[config.mk]
export PLATFORM = sky130hd
export DESIGN_NAME = sse_cell
export DESIGN_NICKNAME = d
export VERILOG_FILES = /design/src/design/sse_pkg.sv /design/src/design/sse_cell.sv
export SDC_FILE = /design/constraint.sdc
export NUM_CORES = 1
export LEC_CHECK = 0
export BUFFER_PORTS_ARGS = -buffer_cell sky130_fd_sc_hd__buf_2
export CAP_MARGIN = 15
export CORE_AREA = 10 10 217 219
export CTS_CLUSTER_DIAMETER = 150
export CTS_CLUSTER_SIZE = 20
export DETAILED_ROUTE_END_ITERATION = 8
export DIE_AREA = 0 0 227 229
export SLEW_MARGIN = 30
export SYNTH_ARGS = -nofsm -noshare
export SYNTH_HDL_FRONTEND = slang
export SYNTH_SLANG_ARGS = --single-unit
[constraint.sdc]
create_clock -name clk_i -period 0.8 [get_ports clk_i]
set_input_delay 0.12 -clock clk_i [delete_from_list [all_inputs] [get_ports clk_i]]
set_output_delay 0.12 -clock clk_i [all_outputs]
set_load 0.03 [all_outputs]
[src/design/sse_pkg.sv]
// ----------------------------------------------------------------------------
// sse_pkg: shared types and constants of the silhouette edge extruder
// Holds request, result, configuration, vertex and probe types and the codes.
// ----------------------------------------------------------------------------
package sse_pkg;

  // operation codes of a request
  localparam logic [1:0] OpLoad    = 2'd0;
  localparam logic [1:0] OpProcess = 2'd1;
  localparam logic [1:0] OpClear   = 2'd2;

  // configuration register indexes
  localparam logic [1:0] RegDirX   = 2'd0;
  localparam logic [1:0] RegDirY   = 2'd1;
  localparam logic [1:0] RegDirZ   = 2'd2;
  localparam logic [1:0] RegMinLen = 2'd3;

  typedef struct packed {
    logic [1:0]         operation;
    logic signed [31:0] pos_x;
    logic signed [31:0] pos_y;
    logic signed [31:0] pos_z;
    logic [31:0]        extrude_length;
  } req_t;

  typedef struct packed {
    logic signed [31:0] out_x;
    logic signed [31:0] out_y;
    logic signed [31:0] out_z;
    logic               last;
  } res_t;

  typedef struct packed {
    logic [1:0]  index;
    logic [31:0] data;
  } cfg_t;

  // one stored vertex position
  typedef struct packed {
    logic [31:0] x;
    logic [31:0] y;
    logic [31:0] z;
  } vtx_t;

  // a directed edge being searched, carried down the cell row
  typedef struct packed {
    logic valid;
    logic found;
    vtx_t from_v;
    vtx_t to_v;
  } probe_t;

endpackage

[src/design/sse_cell.sv]
// ----------------------------------------------------------------------------
// sse_cell: one cell of the edge search row
// Compares a passing edge against one stored triangle edge and hands it on.
// ----------------------------------------------------------------------------
module sse_cell (
  input  logic            clk_i,
  input  logic            rst_ni,
  input  logic            en_i,
  input  sse_pkg::vtx_t   src_i,
  input  sse_pkg::vtx_t   dst_i,
  input  sse_pkg::probe_t probe_i,
  output sse_pkg::probe_t probe_o
);

  sse_pkg::probe_t probe_q, probe_d;

  // match on exact bits of both endpoints
  always_comb begin
    probe_d = probe_i;
    if (en_i && probe_i.valid && src_i == probe_i.from_v && dst_i == probe_i.to_v) begin
      probe_d.found = 1'b1;
    end
  end

  always_ff @(posedge clk_i or negedge rst_ni) begin
    if (!rst_ni) begin
      probe_q <= '0;
    end else begin
      probe_q <= probe_d;
    end
  end

  assign probe_o = probe_q;

endmodule

==> impl_metrics.env <==
export IMPL_ys_flop_type="dfrtp_1"
export IMPL_synth_edff_count=0
export IMPL_start_util_pct=17.2
export IMPL_drtAntennaViolNets=0
export IMPL_clock_sinks=194
export IMPL_worstMarginPinSlew_ps=710
export IMPL_cts_buffers=17
export IMPL_io_buffers=582
export IMPL_outcome="finished with violations"
export IMPL_pwr_density_cell_mw_per_mm2=1620
export IMPL_timing_final_crit_share_pct=175
export IMPL_finalNetCount=1908
export IMPL_h_tree_depth=4
export IMPL_layout_drive_gt1_share_pct=53.0
export IMPL_wl_per_cell_um=23.5
export IMPL_dieHeight_um=229
export IMPL_grt_pass1_vias=10047
export IMPL_antenna_found_initial=19
export IMPL_grt_max_degree=43
export IMPL_drc=0
export IMPL_rows=76
export IMPL_ys_ff_latch=194
export IMPL_synth_fp_nets=945
export IMPL_place_congestion=0.901
export IMPL_setup_viol=195
export IMPL_slew_viol_final=0
export IMPL_fin_ws_ps=-604
export IMPL_ioPinCount=583
export IMPL_rsz0062_at_grt="true"
export IMPL_syn2layout_area_growth_pct=121
export IMPL_final_common_cell="buf_2"
export IMPL_layout_common_cells="buf_2, buf_6, dlygate4sd3_1, dfrtp_1, buf_4"
export IMPL_coreArea_mm2=0.0427
export IMPL_grt_pass1_wl_um=68300
export IMPL_clock_path_buffers=2
export IMPL_tns_ps=-62800
export IMPL_cp_arrival_ps=1830
export IMPL_relSlewSlack_pct=52.7
export IMPL_violations="negative setup slack"
export IMPL_min_path_type="in2async"
export IMPL_synthesis_area_mm2=0.00734
export IMPL_die_area_mm2=0.0520
export IMPL_power_mw=26.3
export IMPL_crit_type="in2reg"
export IMPL_dp_hpwl_um=40200
export IMPL_max_freq_mhz=712
export IMPL_largest_reg_flops=194
export IMPL_async_flop_share_pct=100
export IMPL_fin_area_mm2=0.0162
export IMPL_drtIter0Drc=254
export IMPL_clk_pin_slew_ps=80
export IMPL_fin_crit_ps=1400
export IMPL_total_leakage_power_nw=7.97
export IMPL_drv_cap=0
export IMPL_cts_tree="yes"
export IMPL_cp_required_ps=1220
export IMPL_viasPerCell=4.09
export IMPL_syn_instance_count=556
export IMPL_first_pass_iters=4
export IMPL_synth_cell_type_count=30
export IMPL_synth_avg_cell_area_um2=13.2
export IMPL_die_x_um=227
export IMPL_nFillCells=4109
export IMPL_synth_warnings=0
export IMPL_grt_usage_pct=18.5
export IMPL_post_dp_cell_area_mm2=0.0123
export IMPL_num_vias=8533
export IMPL_hold_viol=0
export IMPL_path_max_fanout=2
export IMPL_grt_overflow_total=0
export IMPL_hold_slack_ps=122
export IMPL_cp_start_kind="primary input"
export IMPL_ir_worst_vdd_mv=1.39
export IMPL_wl_um=48900
export IMPL_clock_tree_root_cell="clkbuf_16"
export IMPL_ys_seq_area_share_pct=66.1
export IMPL_critPathCaptureType="flop"
export IMPL_pre_cts_slack_ps=-1440
## cells by family (layout without fill, tap and decap cells)
group	Yosys count	count (layout)	share of synthesized area, %
AO/OA/AOI/OAI	77	77	8.56
XOR/XNOR	101	101	12.1
buffers and inverters	77	1053	3.96
flip-flops	194	194	66.1
other	0	7	0
AND/OR/NAND/NOR	107	107	9.29
## cells in the mapped netlist, types with 4 or more instances
library cell / number / area, um^2
xor2_1: 43 / 377
o2bb2ai_1: 5 / 43.8
a2111o_1: 6 / 67.6
nand4_1: 22 / 138
nor4_1: 20 / 125
xnor2_1: 58 / 508
o2111ai_1: 10 / 87.6
nand2b_1: 28 / 175
a22o_1: 8 / 70.1
nor2b_1: 26 / 163
dfrtp_1: 194 / 4850
nor3_1: 4 / 20.0
o22ai_1: 24 / 150
inv_1: 74 / 278
a2111oi_0: 6 / 52.6
a221oi_1: 8 / 70.1
## path summary, 6_finish.rpt
| path | end | from | slack (ps) | cells past startpoint |
|---|---|---|---|---|
| setup / recovery | probe_o[192]$_DFF_PN0_ | dst_i[79] | -600 | 8 |
| min in group clk_i | probe_o[192]$_DFF_PN0_ | dst_i[25] | 260 | 6 |
| max in group asynchronous | probe_o[174]$_DFF_PN0_ | rst_ni | 150 | 3 |
| hold / removal | probe_o[109]$_DFF_PN0_ | rst_ni | 120 | 2 |
## area by class of cell
type	count	area, um^2	area share, %
Clock inverter	11	128	0.787
Tap cell	546	683	4.21
Inverter	77	290	1.79
Timing Repair Buffer	944	7410	45.7
Multi-Input combinational cell	285	2370	14.6
Sequential cell	194	4850	29.9
Clock buffer	21	470	2.90
Antenna cell	7	17.5	0.108
## stage by stage
| step | cells | util, % |
|---|---|---|
| 5_1_grt | 2081 | 38.0 |
| 3_5_place_dp | 1851 | 28.7 |
| 2_1_floorplan | 556 | - |
| 6_report | 2085 | 38.0 |
| 3_3_place_gp | 1851 | 28.7 |
| 4_1_cts | 2078 | 37.7 |
## what timing repair did
item / in CTS / in global routing
endpoints found under the hold margin: 388 / 0
hold buffers: 195 / 0
gates resized for setup: 399 / 20
setup endpoints to repair: 195 / 195
pin swaps: 6 / 14
buffers inserted: 0 / 0
## power breakdown
group          switching, mW  internal, mW  total [mW]
Combinational           3.33          3.39        6.72
Sequential             0.260          10.3        10.6
Clock                   4.15          4.87        9.02
Total                   7.75          18.6        26.3
## layer usage
| layer | wire (um) | vias up | part of all wire, % | global-route usage (%) |
|---|---|---|---|---|
| li1 | - | 3844 | - | - |
| met1 | 17900 | 4109 | 37 | 19.1 |
| met2 | 24300 | 486 | 50 | 32.2 |
| met3 | 5020 | 86 | 10 | 8.14 |
| met4 | 1660 | 8 | 3.4 | 7.06 |
| met5 | 48 | - | 0.098 | 0 |
## worst max-delay path, cell delays in order
cell and delay (ps):
buf_2 110, nor2b_1 200, a2111o_1 370, a2111oi_4 330, buf_4 170, nand4_1 180, nor3_2 160, a41o_1 190
(Power assumes the default switching activity.)
