==> src/design/sse_extrude.sv <==
// ----------------------------------------------------------------------------
// sse_extrude: two-stage extrusion of one coordinate
// Multiplies direction by length, rounds to Q16.16, adds and saturates.
// ----------------------------------------------------------------------------
module sse_extrude (
  input  logic        clk_i,
  input  logic [31:0] pos_i,
  input  logic [15:0] dir_i,
  input  logic [31:0] len_i,
  output logic [31:0] res_o
);

  logic [15:0] mag;
  logic        neg_q;
  logic [31:0] pos_q;
  logic [47:0] prod_q;
  logic [34:0] off;
  logic signed [35:0] sum;

  assign mag = dir_i[15] ? (16'd0 - dir_i) : dir_i;

  // stage one: magnitude product
  always_ff @(posedge clk_i) begin
    prod_q <= 48'(mag) * 48'(len_i);
    neg_q  <= dir_i[15];
    pos_q  <= pos_i;
  end

  // stage two: round, add, saturate
  always_comb begin
    off = 35'((prod_q + 48'd8192) >> 14);
    if (neg_q) begin
      sum = 36'(signed'(pos_q)) - signed'({1'b0, off});
    end else begin
      sum = 36'(signed'(pos_q)) + signed'({1'b0, off});
    end
    if (sum > 36'sd2147483647) begin
      res_o = 32'h7fffffff;
    end else if (sum < -36'sd2147483648) begin
      res_o = 32'h80000000;
    end else begin
      res_o = sum[31:0];
    end
  end

endmodule

==> config.mk <==
export PLATFORM = sky130hd
export DESIGN_NAME = sse_extrude
export DESIGN_NICKNAME = d
export VERILOG_FILES = /design/src/design/sse_extrude.sv
export SDC_FILE = /design/constraint.sdc
export NUM_CORES = 1
export LEC_CHECK = 0
export BUFFER_PORTS_ARGS = -buffer_cell sky130_fd_sc_hd__buf_4
export CAP_MARGIN = 20
export CORE_ASPECT_RATIO = 0.7
export CORE_MARGIN = 2
export CORE_UTILIZATION = 30
export CTS_CLUSTER_DIAMETER = 60
export CTS_CLUSTER_SIZE = 25
export DETAILED_ROUTE_END_ITERATION = 7
export GPL_TIMING_DRIVEN = 0
export PLACE_DENSITY = 0.48
export RECOVER_POWER = 50
export SYNTH_ARGS = -nofsm -noshare
export SYNTH_HDL_FRONTEND = slang
export SYNTH_SLANG_ARGS = --single-unit
==> constraint.sdc <==
create_clock -name clk_i -period 8.1 [get_ports clk_i]
set_input_delay 0.81 -clock clk_i [delete_from_list [all_inputs] [get_ports clk_i]]
set_output_delay 0.81 -clock clk_i [all_outputs]
set_load 0.01 [all_outputs]
==> results of run 1 <==
-- final timing paths --
path                    endpoint  slack, ps  cells past startpoint
worst max-delay path  prod_q[47]        230                     28
worst min-delay path   pos_q[15]        570                      1
-- layer usage --
layer | wire [um] | part of all wire, % | global-route usage [%]
met3 | 4420 | 6.6 | 3.05
met4 | 959 | 1.4 | 2.59
met5 | 0 | 0 | 0
met2 | 29500 | 44 | 29.4
met1 | 32200 | 48 | 28.1
-- state kept, by name, summed over array words and instances (netlist names) --
signal / flops
pos_q: 32
prod_q: 35
neg_q: 1
-- critical path: cells and delay by family --
kind | cells | cell delay [ps]
compound gates | 7 | 1060
xor+xnor | 1 | 270
fa+ha+maj | 7 | 3620
buf+inv | 7 | 940
simple gates | 6 | 1400
-- cells by family (layout without fill, tap and decap cells) --
| logic type | Yosys count | in the layout | share of synthesized area [%] |
|---|---|---|---|
| xor gates and xnor gates | 143 | 143 | 5.83 |
| adders and majority gates | 573 | 573 | 48.0 |
| muxes | 6 | 6 | 0.285 |
| buffers and inverters | 648 | 792 | 11.6 |
| DFF | 68 | 68 | 6.33 |
| AOI/OAI and AO/OA | 293 | 293 | 9.16 |
| other | 0 | 4 | 0 |
| and+or+nand+nor | 829 | 829 | 18.9 |
-- Yosys cell counts, drive strengths merged (4+ instances only) --
library cell	instances	area, sq um
or3	7	43.8
nor4	12	90.1
a211oi	12	95.1
o21ai	48	244
or2	6	37.5
dfxtp	68	1360
mux2i	5	50.1
and2	180	1130
ha	155	1940
nor3	21	105
fa	418	8370
a21boi	5	37.5
and3	9	56.3
nand2b	13	81.3
a41oi	7	61.3
nor2	77	289
a31o	9	78.8
o31ai	8	60.1
o21bai	8	60.1
a31oi	19	119
a21oi	72	372
or4	4	33.8
inv	527	1980
buf	20	128
and4	13	114
nor4b	4	35.0
nand2	392	1470
nand4	35	234
o21a	9	67.6
o211ai	5	37.5
nand3	32	165
a21o	58	435
xor2	44	385
clkbuf	101	379
nor2b	13	81.3
xnor2	99	867
o41ai	4	35.0
-- timing repair --
action | in CTS | in global routing
endpoints found under the hold margin | 0 | 0
setup endpoints to repair | 26 | 52
gates resized for setup | 72 | 133
pin swaps | 4 | 9
buffers inserted | 9 | 8
-- layout make-up --
cell class	count	area, sq um	area share (%)
Antenna cell	4	10.0	0.0407
Buffer	120	653	2.66
Clock buffer	9	225	0.917
Clock inverter	7	75.1	0.306
Inverter	527	1980	8.05
Multi-Input combinational cell	1844	18100	73.6
Sequential cell	68	1360	5.54
Tap cell	966	1210	4.92
Timing Repair Buffer	129	968	3.94
-- stage by stage --
step / setup slack (ps) / instance area [sq um] / TNS (ps) / utilization [%] / cells
floorplan: 109 / 21500 / 0 / - / 2560
global placement: -1740 / 23500 / -27960 / 33.1 / 3638
detailed placement: -1840 / 23500 / -29430 / 33.1 / 3638
CTS: -19.4 / 24200 / -21.0 / 33.9 / 3662
global route: -12.6 / 24600 / -29.1 / 34.5 / 3670
finish: 226 / 24600 / 0 / 34.5 / 3674
==> out/metrics.csv, run 1 <==
metric;value;unit
syn_area;21500;sq um
grt-ovfl-total;0;
root_buffer;clkbuf_16;
n_fill_cell;7545;
max_slew_margin;22.7;%
nets;3353;
yosysSeqAreaShare;6.33;%
antenna_found_initial;4;
numCtsBuffers;9;
gr-usage-all-layers;18.9;%
hold_viol_final;0;
place_hpwl;57.4;mm
avgSynthCellArea;8.40;sq um
synth_warnings;0;
status;finished clean;
grt_pass1_wl;108;mm
first_iter_violations;1157;
cts_tree;yes;
crit_path_top_delay_cell;fa_1;
setup_viol;0;
ioPinCount;113;
clock_path_buffers;2;
rows;82;
clock-sinks;68;
ys_ff_latch;68;
crit_top_cell;fa_1;
final_cell_mix;inv_1, fa_1, nand2_1;
grt_pass1_vias;18600;
first_pass_iters;6;
worstSetupPathType;primary input to register;
h-tree-depth;3;
drc;0;
wl_per_cell;18.3;um
die_area;73800;sq um
fmax;127;MHz
synth.distinct_cells;77;
hp-class;primary input to register;
slew_violations;0;
final_common_cell;inv_1;
gp_congestion;0.891;
crit_arrival;8110;ps
ant_nets;0;
hp-start;pos_i[15];
start_util;30.2;%
core-area;71200;sq um
routed_wl;67.1;mm
cp-startpoint;dir_i[8];
ctsHoldBuffers;0;
whs;575;ps
fp.dieH;228;um
syn_inst;2560;
max_cap_violations;0;
dieWidth;324;um
crit_path_start_kind;primary input;
clkTransAtPathRegs;60;ps
layout-drive-gt1-share;10.8;%
path_max_fanout;10;
finalCriticalPeriod;7870;ps
async_reset_ff_share;0;%
synth-edff-count;0;
port_buffers;112;
required;8340;ps
tightest_slew;1150;ps
via_per_inst;4.83;
syn_nets;3214;
synthFlopType;dfxtp_1;
vias;17700;
fin_crit_sh;97.2;%
area_growth;14.3;%
endpoint_kind;register;
grt_start_max_net_pins;14;
critical-path-max-stage-delay;590;ps
Power of run 1 is left out: the tool's default activity adds up to more than one toggle a clock period on the data nets, which glitch-free logic cannot reach.
==> run 2, diff against run 1 <==
Settings changed: CORE_MARGIN 2 to default.
==> run 2 against run 1 <==
Net effect: non-clock buffer count down 4; sequential share of layout area about the same; largest cell class unchanged; die area down 1.5%; worst hold slack worse by 6.0 ps.
==> out/metrics.csv, run 2 (same netlist as run 1, synthesis figures left out) <==
metric;value;unit;change
routed_wl;68.0;mm;+1.4%
top_regs;prod_q x35, pos_q x32, neg_q x1;;
slew_violations;0;;unchanged
root_buffer;clkbuf_16;;
grt_pass1_wl;108;mm;+0.20%
clock_path_buffers;2;;unchanged
numCtsBuffers;9;;unchanged
start_util;30.6;%;+0.37 points
die_area;72700;sq um;-1.5%
largest_reg_flops;35;;unchanged
port_buffers;112;;unchanged
setup_ws;280;ps;+54.4 ps
tightest_slew;930;ps;-219 ps
area_growth;14.3;%;about the same
place_hpwl;57.9;mm;+0.86%
hold_viol_final;0;;unchanged
first_iter_violations;1178;;+1.8%
crit_path_start_kind;primary input;;
clkTransAtPathRegs;60;ps;about the same
top_register;prod_q;;
final_cell_mix;inv_1, fa_1, nand2_1;;
grt_start_max_net_pins;14;;unchanged
first_pass_iters;5;;-1
gr-usage-all-layers;19.4;%;+0.52 points
gp_congestion;0.913;;+2.4%
cts_tree;yes;;
finalCriticalPeriod;7820;ps;-54.4 ps
grt-ovfl-total;0;;unchanged
fp.dieH;226;um;-0.88%
h-tree-depth;3;;unchanged
vias;17700;;-0.45%
rows;81;;-1.2%
tns;0;ps;unchanged
antenna_found_initial;7;;+3
final_common_cell;inv_1;;
fin_util;34.9;%;+0.42 points
wl_per_cell;18.6;um;+1.9%
ioPinCount;113;;unchanged
hp-class;primary input to register;;
status;finished clean;;
drc;0;;unchanged
worstSetupPathType;primary input to register;;
layout-drive-gt1-share;10.6;%;-0.21 points
required;8340;ps;about the same
max_cap_violations;0;;unchanged
whs;569;ps;-6.02 ps
place_ws;-1790;ps;+46.2 ps
ant_nets;0;;unchanged
dieWidth;322;um;-0.62%
setup_viol;0;;unchanged
fin_crit_sh;96.5;%;-0.67 points
core-area;70300;sq um;-1.2%
clock-sinks;68;;unchanged
fmax;128;MHz;+0.70%
max_slew_margin;38.0;%;+15 points
crit_arrival;8060;ps;-50 ps
nets;3349;;-0.12%
path_max_fanout;6;;-4
via_per_inst;4.83;;about the same
endpoint_kind;register;;
grt_pass1_vias;18700;;+0.97%
-- run 2: timing repair --
action / CTS / global route
setup buffers: 10 / 3
gates resized for setup: 71 / 139
hold buffers: 0 / 0
endpoints found under the setup margin: 28 / 49
pin swaps: 3 / 9
-- run 2: metrics by stage --
stage          instances  area, sq um
2_1_floorplan       2560        21500
3_3_place_gp        3626        23500
3_5_place_dp        3626        23500
4_1_cts             3651        24200
5_1_grt             3654        24600
6_report            3656        24600
-- run 2: critical path, cell delays in order --
cell and delay, ps:
buf_4 150, or4_1 560, or2_4 290, o31ai_4 270, xnor2_2 130, buf_4 180, buf_4 160, and2_1 170
fa_1 520, fa_1 430, fa_1 550, fa_1 440, fa_1 490, inv_1 50, fa_1 520, inv_1 40
ha_2 370, o21a_1 150, a41oi_1 210, or4b_2 720, o311ai_4 300, nand2_1 150, nor2_1 140, a31oi_1 110
xnor2_1 140
-- run 2: per-layer routing --
layer | routed length [um] | track usage (%) | vias to the layer above
li1 | - | - | 8152
met1 | 33400 | 28.8 | 9049
met2 | 30500 | 30.9 | 415
met3 | 3570 | 2.41 | 43
met4 | 575 | 2.37 | 0
met5 | 0 | 0 | -
-- run 2: final cells by class --
type                            instances  area [sq um]
Timing Repair Buffer                  125           938
Antenna cell                            2          5.00
Fill cell                            7412         45800
Multi-Input combinational cell       1844         18100
Buffer                                120           666
Inverter                              527          1980
Clock inverter                          7           100
Tap cell                              954          1190
Clock buffer                            9           225
Sequential cell                        68          1360
-- run 2: worst paths after layout --
check / start / endpoint / slack, ps / cells past startpoint
min: pos_i[14] / pos_q[14] / 570 / 1
max: dir_i[8] / prod_q[41] / 280 / 25
Power of run 2 is left out for the same reason.
